$ cat config.mk
export PLATFORM = sky130hd
export DESIGN_NAME = bvre_ctrl
export DESIGN_NICKNAME = d
export VERILOG_FILES = /design/src/design/bvre_pkg.sv /design/src/design/bvre_ctrl.sv
export SDC_FILE = /design/constraint.sdc
export NUM_CORES = 1
export LEC_CHECK = 0
export ABC_AREA = 0
export BUFFER_PORTS_ARGS = -buffer_cell sky130_fd_sc_hd__buf_2
export CAP_MARGIN = 20
export CORE_AREA = 2 2 39 41
export DETAILED_ROUTE_END_ITERATION = 8
export DIE_AREA = 0 0 41 43
export HOLD_SLACK_MARGIN = 0.05
export PLACE_DENSITY = 0.38
export REMOVE_ABC_BUFFERS = 1
export SLEW_MARGIN = 15
export SYNTH_ARGS = -nofsm -noshare
export SYNTH_HDL_FRONTEND = slang
export SYNTH_SLANG_ARGS = --single-unit
$ cat constraint.sdc
create_clock -name clk_i -period 1.2 [get_ports clk_i]
set_input_delay 0 -clock clk_i [delete_from_list [all_inputs] [get_ports clk_i]]
set_output_delay 0 -clock clk_i [all_outputs]
set_load 0.005 [all_outputs]
$ cat src/design/bvre_pkg.sv
// Package: types, codes and constants of the bit vector range engine.
`default_nettype none
package bvre_pkg;

  localparam int unsigned POS_W   = 12;
  localparam int unsigned LEN_W   = 13;
  localparam int unsigned TALLY_W = 13;
  localparam int unsigned SIZE_W  = 13;
  localparam int unsigned ST_W    = 2;

  localparam int unsigned MAP_BITS_DEF  = 4096;
  localparam int unsigned WORD_BITS_DEF = 64;
  localparam logic [SIZE_W-1:0] SIZE_RESET = 13'd4096;

  typedef enum logic [2:0] {
    REQ_READ  = 3'd0,
    REQ_WRITE = 3'd1,
    REQ_RANGE = 3'd2,
    REQ_COUNT = 3'd3,
    REQ_FIND  = 3'd4
  } kind_e;

  typedef enum logic [ST_W-1:0] {
    ST_OK       = 2'd0,
    ST_RANGE    = 2'd1,
    ST_NOTFOUND = 2'd2
  } status_e;

  typedef enum logic [1:0] {
    OP_WRITE,
    OP_COUNT,
    OP_FIND
  } op_e;

  typedef enum logic [1:0] {
    S_IDLE,
    S_WALK,
    S_FIN
  } state_e;

  // Controller to datapath
  typedef struct packed {
    logic load;
    logic run;
    logic out_load;
  } cmd_t;

  // Datapath to controller
  typedef struct packed {
    logic chk_err;
    logic chk_skip;
    logic walk_done;
  } sts_t;

endpackage
`default_nettype wire

$ cat src/design/bvre_ctrl.sv
// Controller: request sequencing state machine and result valid.
`default_nettype none
module bvre_ctrl
  import bvre_pkg::*;
(
  input  wire logic clk_i,
  input  wire logic rst_ni,
  input  wire logic req_valid_i,
  output logic      req_ready_o,
  output logic      rsp_valid_o,
  input  wire logic rsp_ready_i,
  input  wire sts_t sts_i,
  output cmd_t      cmd_o
);

  state_e state_q, state_d;
  logic   out_valid_q, out_valid_d;
  logic   out_free;

  assign out_free = !out_valid_q || rsp_ready_i;

  // Next state
  always_comb begin
    state_d = state_q;
    case (state_q)
      S_IDLE: begin
        if (req_valid_i) begin
          state_d = (sts_i.chk_err || sts_i.chk_skip) ? S_FIN : S_WALK;
        end
      end
      S_WALK: begin
        if (sts_i.walk_done) state_d = S_FIN;
      end
      S_FIN: begin
        if (out_free) state_d = S_IDLE;
      end
      default: state_d = S_IDLE;
    endcase
  end

  // Outputs
  always_comb begin
    cmd_o       = '0;
    req_ready_o = 1'b0;
    case (state_q)
      S_IDLE: begin
        req_ready_o = 1'b1;
        cmd_o.load  = req_valid_i;
      end
      S_WALK: begin
        cmd_o.run = 1'b1;
      end
      S_FIN: begin
        cmd_o.out_load = out_free;
      end
      default: ;
    endcase
  end

  // Hold the result until taken
  always_comb begin
    out_valid_d = out_valid_q;
    if (cmd_o.out_load) out_valid_d = 1'b1;
    else if (rsp_ready_i) out_valid_d = 1'b0;
  end

  always_ff @(posedge clk_i or negedge rst_ni) begin
    if (!rst_ni) begin
      state_q     <= S_IDLE;
      out_valid_q <= 1'b0;
    end else begin
      state_q     <= state_d;
      out_valid_q <= out_valid_d;
    end
  end

  assign rsp_valid_o = out_valid_q;

endmodule
`default_nettype wire

==> flow_metrics.tcl, run 1 <==
set metrics [dict create \
    status "complete, no violations" \
    ys_ff_latch 3 \
    die_area_um2 1760 \
    fin_crit_sh_pct 96.1 \
    syn_avg_cell_area_um2 10.2 \
    finalWirelength_um 456 \
    cts_root_buffer "clkbuf_4" \
    antenna_found_initial 0 \
    cts_buffers 3 \
    grt_usage_pct 6.34 \
    clock_path_buffers 2 \
    worstSetupStartpointType "flip-flop" \
    htreeDepth 1 \
    hold_viol 0 \
    crit_required_ns 1.35 \
    clock_latency_ns 0.22 \
    holdCritPathClass "input pin to flip-flop" \
    crit_arrival_ns 1.30 \
    cts_setup_buffers 0 \
    port_buffers 11 \
    cp_top_family "simple AND/OR/NAND/NOR gates" \
    fin_crit_ns 1.15 \
    start_util_pct 12.6 \
    ys_warn_count 0 \
    cts_tree "built" \
    coreArea_um2 1380 \
    areaGrowthSynthToFinish_pct 71.2 \
    ant_nets 0 \
    clock_sinks 3 \
    wl_per_cell_um 9.31 \
    synthCells 17 \
    tightest_slew_ns 0.209 \
    setup_viol 0 \
    drtPass1Iterations 2 \
    timing.critical_path.buf_inv 0 \
    ir_drop_mv 0.385 \
    design_area_um2 298 \
    routed_via_density 3.84 \
    row_count 14 \
    synth-seq-area-share_pct 43.2 \
    fin_skew_ns 0.000620 \
    fin_tns_setup_ns 0 \
    ys_types 13 \
    drc 0 \
    crit_type "flip-flop to flip-flop" \
    postPlaceCellArea_um2 241 \
    finalMaxSlewViolations 0 \
    grt_pass1_wl_um 759 \
    crit_fanout 7 \
    path_cells "or4b_1 -> a21oi_2" \
    mappedNetlistArea_um2 174 \
    num-nets-final 41 \
    grt.overflow.total 0 \
    drive_gt1_share_pct 51.5 \
    drt-initial-drc-count 2 \
    die_w_um 41 \
    rrSetupSlack_ns 0.05 \
    drv_cap 0 \
    critPathMaxStageDelay_ns 0.50 \
    n_antenna_cell 0 \
    io_pins 12 \
    grt_pass1_vias 202 \
    via_count 188 \
    leakagePower_nw 0.144 \
    rsz0062_at_grt "false" \
    slew_headroom_pct 86.1 \
    dpl.hpwl_um 386 \
    crit_path_end_kind "flip-flop" \
    place_congestion 0.693 \
    cellPowerDensity_nw_per_um2 1510 \
    path_clk_slew_ns 0.04 \
    grt_max_degree 8 \
    fmax_ghz 0.867 \
    slowest_stage "or4b_1" \
    die-height_um 43 \
]
## cell type report
| cell class | instances | area (um^2) |
|---|---|---|
| repair buffers | 13 | 75.1 |
| fillers | 161 | 1090 |
| clock buffers | 4 | 26.3 |
| well taps | 16 | 20.0 |
| flip-flops and latches | 3 | 76.3 |
| multi-input cells | 13 | 100 |
## cells in the final DEF (no fill, tap or decap)
master	count
nor2b_1	2
clkbuf_4	3
and4bb_1	1
dfrtp_1	2
or2_1	1
dfrtp_2	1
nor3b_2	1
or4b_1	1
dlygate4sd3_1	2
nor2_1	1
nand2_1	1
buf_2	11
nand2b_1	2
a221o_1	1
a21oi_2	1
clkbuf_1	1
or2b_1	1
## report_power, final
part	leakage (nW)	internal (mW)	total, mW	switching [mW]
combinational	0.0926	0.0697	0.120	0.0502
clock	0.0150	0.124	0.174	0.0493
sequential	0.0367	0.126	0.157	0.0309
total	0.144	0.320	0.451	0.130
## routing by layer
| layer | track usage (%) | wire [um] |
|---|---|---|
| met1 | 5.83 | 148 |
| met2 | 11.3 | 303 |
| met3 | 1.57 | 3 |
| met4 | 4.00 | 0 |
| met5 | 0 | 0 |
## worst min-delay path, stage by stage
cell      delay, ns
buf_2          0.08
nand2b_1       0.11
nand2_1        0.05
## path summary, 6_finish.rpt
check,depth (start not counted),from,end
max,2,state_q[0]$_DFFE_PN0P_,state_q[0]$_DFFE_PN0P_
min,3,rsp_ready_i,rsp_valid_o$_DFFE_PN0P_
max reg2reg,2,state_q[0]$_DFFE_PN0P_,state_q[0]$_DFFE_PN0P_
min reg2reg,2,rsp_valid_o$_DFFE_PN0P_,rsp_valid_o$_DFFE_PN0P_
max in group asynchronous,2,rst_ni,state_q[0]$_DFFE_PN0P_
min in group asynchronous,2,rst_ni,state_q[1]$_DFFE_PN0P_
## sequential cells by signal (all words and copies together), names as in the netlist
signal,cells
rsp_valid_o,1
state_q,2
## Yosys cell counts
master / number / area share [%]
nand2b_1: 2 / 7.2
nand2_1: 1 / 2.2
or2_1: 1 / 3.6
or4b_1: 1 / 5.8
a21oi_1: 1 / 2.9
or2b_1: 1 / 4.3
nor2_1: 1 / 2.2
nor2b_1: 2 / 7.2
dfrtp_1: 3 / 43
buf_4: 1 / 4.3
and4bb_1: 1 / 7.2
nor3b_1: 1 / 4.3
a221o_1: 1 / 5.8
## per-stage QoR
stage | hold WS (ns) | setup slack (ns) | instances | total power, mW | util [%]
floorplan | -0.296 | 0.159 | 16 | 0.202 | -
global placement | -0.197 | 0.127 | 43 | 0.265 | 17.5
detailed placement | -0.200 | 0.0850 | 43 | 0.267 | 17.5
CTS | 0.0575 | 0.0297 | 49 | 0.445 | 20.8
global route | 0.0692 | 0.000156 | 49 | 0.489 | 21.5
finish | 0.0530 | 0.0465 | 49 | 0.451 | 21.5
## timing repair
item / CTS / global route
resized for setup: 0 / 3
hold endpoints to repair: 5 / 0
setup endpoints to repair: 0 / 2
hold buffers: 2 / 0
## cells by family (layout without fill, tap and decap cells)
group / after synthesis / in the layout / share of synthesized area, %
flops: 3 / 3 / 43.2
compound gates: 2 / 2 / 8.63
simple gates: 11 / 11 / 43.9
buf+inv: 1 / 17 / 4.32
Note: power is estimated with default switching activity, not from simulation.
==> inputs of run 2 (changes only) <==
--- a/config.mk
+++ b/config.mk
@@ -11,7 +11,7 @@
 export CORE_AREA = 2 2 39 41
 export DETAILED_ROUTE_END_ITERATION = 8
 export DIE_AREA = 0 0 41 43
-export HOLD_SLACK_MARGIN = 0.05
+export HOLD_SLACK_MARGIN = 0.08
 export PLACE_DENSITY = 0.38
 export REMOVE_ABC_BUFFERS = 1
 export SLEW_MARGIN = 15
==> flow_metrics.tcl, run 2 (same netlist as run 1, synthesis figures left out) <==
set metrics [dict create \
    fin_crit_sh_pct 95.2 \
    crit_type "input pin to flip-flop" \
    port_buffers 11 \
    path_cells "dlygate4sd3_1 -> buf_2 -> or4b_4 -> a21oi_2" \
    via_count 199 \
    swShare_pct 27.9 \
    clock_sinks 3 \
    grt_usage_pct 6.44 \
    areaGrowthSynthToFinish_pct 89.9 \
    n_antenna_cell 0 \
    slew_headroom_pct 86.0 \
    critPathMaxStageDelay_ns 0.53 \
    crit_path_end_kind "flip-flop" \
    fmax_ghz 0.876 \
    clkPwrFrac_pct 37.5 \
    timing.critical_path.buf_inv 2 \
    setup_viol 0 \
    fillCellCount 153 \
    drc 0 \
    start_util_pct 12.6 \
    comb_power_share_pct 28.3 \
    die_w_um 41 \
    drtPass1Iterations 2 \
    num-nets-final 44 \
    drive_gt1_share_pct 47.2 \
    crit_arrival_ns 1.29 \
    cts_tree "built" \
    routed_via_density 3.83 \
    cts_setup_buffers 0 \
    grt_pass1_vias 204 \
    crit_required_ns 1.35 \
    leakagePower_nw 0.160 \
    htreeDepth 1 \
    io_pins 12 \
    crit_fanout 2 \
    largest_reg_flops 2 \
    intPower_mw 0.327 \
    clock_path_buffers 2 \
    worstSetupStartpointType "input pin" \
    fin_crit_ns 1.14 \
    layout_common_cells "buf_2, dlygate4sd3_1, clkbuf_4, dfrtp_1" \
    coreArea_um2 1380 \
    finalWirelength_um 442 \
    clock_latency_ns 0.22 \
    rsz0062_at_grt "false" \
    placedCellCount 43 \
    cts_buffers 3 \
    grt.overflow.total 0 \
    status "complete, no violations" \
    layout_commonest_cell "buf_2" \
    p_sw_mw 0.127 \
    slowest_stage "or4b_4" \
    ir_drop_mv 0.377 \
    top_register "state_q" \
    wl_per_cell_um 8.50 \
    hold_viol 0 \
    row_count 14 \
    drv_cap 0 \
    cp_top_family "buffers and inverters" \
    die_area_um2 1760 \
    ant_nets 0 \
    fin_skew_ns 0.00136 \
    cellPowerDensity_nw_per_um2 1370 \
    path_clk_slew_ns 0.04 \
    drt-initial-drc-count 3 \
    tightest_slew_ns 0.210 \
    dpl.hpwl_um 386 \
    place_congestion 0.693 \
    fin_tns_setup_ns 0 \
    seqPwrFrac_pct 34.3 \
    holdCritPathClass "input pin to async pin" \
    grt_pass1_wl_um 772 \
    finalMaxSlewViolations 0 \
    cts_root_buffer "clkbuf_4" \
    die-height_um 43 \
    grt_max_degree 8 \
    antenna_found_initial 0 \
    final_cell_count_no_fill 52 \
]
## run 2: power groups by stage
stage               clock (mW)  sequential, mW  combinational (mW)
finish                   0.170           0.156               0.128
global route             0.188           0.161               0.145
CTS                      0.174           0.152               0.127
detailed placement           0           0.153               0.114
global placement             0           0.152               0.113
floorplan                    0           0.148              0.0544
## run 2: final cells by class
cell class	instances	area, um^2	share of cell area [%]
clock buffer	4	26.3	7.95
multi-input combinational	13	104	31.4
sequential	3	75.1	22.7
tap	16	20.0	6.06
timing repair buffer	16	105	31.8
## run 2: worst paths after layout
kind | end | slack (ns) | cells after the start | start
max in group asynchronous | state_q[0]$_DFFE_PN0P_ | 0.99 | 2 | rst_ni
setup / recovery | state_q[0]$_DFFE_PN0P_ | 0.06 | 4 | sts_i[1]
hold reg to reg | rsp_valid_o$_DFFE_PN0P_ | 0.52 | 2 | rsp_valid_o$_DFFE_PN0P_
hold / removal | rsp_valid_o$_DFFE_PN0P_ | 0.10 | 2 | rst_ni
min in group clk_i | state_q[0]$_DFFE_PN0P_ | 0.15 | 3 | req_valid_i
setup reg to reg | state_q[0]$_DFFE_PN0P_ | 0.07 | 2 | state_q[0]$_DFFE_PN0P_
## run 2: layer usage
| layer | wire (um) | global-route usage [%] |
|---|---|---|
| met5 | 0 | 0 |
| met4 | 0 | 4.00 |
| met3 | 0 | 1.57 |
| met2 | 282 | 11.3 |
| met1 | 160 | 6.15 |
## run 2: what timing repair did
item,in CTS,in global routing
endpoints found under the setup margin,0,2
hold endpoints to repair,6,0
resized for setup,0,3
hold buffers,5,0
## run 2: per-stage QoR
stage / area, um^2 / util (%) / hold slack, ns / power, mW / worst slack, ns
after CTS: 318 / 23.0 / 0.109 / 0.453 / 0.0297
after detailed placement: 241 / 17.5 / -0.200 / 0.267 / 0.0850
after floorplan: 166 / - / -0.296 / 0.202 / 0.159
after global placement: 241 / 17.5 / -0.197 / 0.265 / 0.127
after global routing: 330 / 23.9 / 0.111 / 0.495 / 0.0203
final: 330 / 23.9 / 0.105 / 0.454 / 0.0582
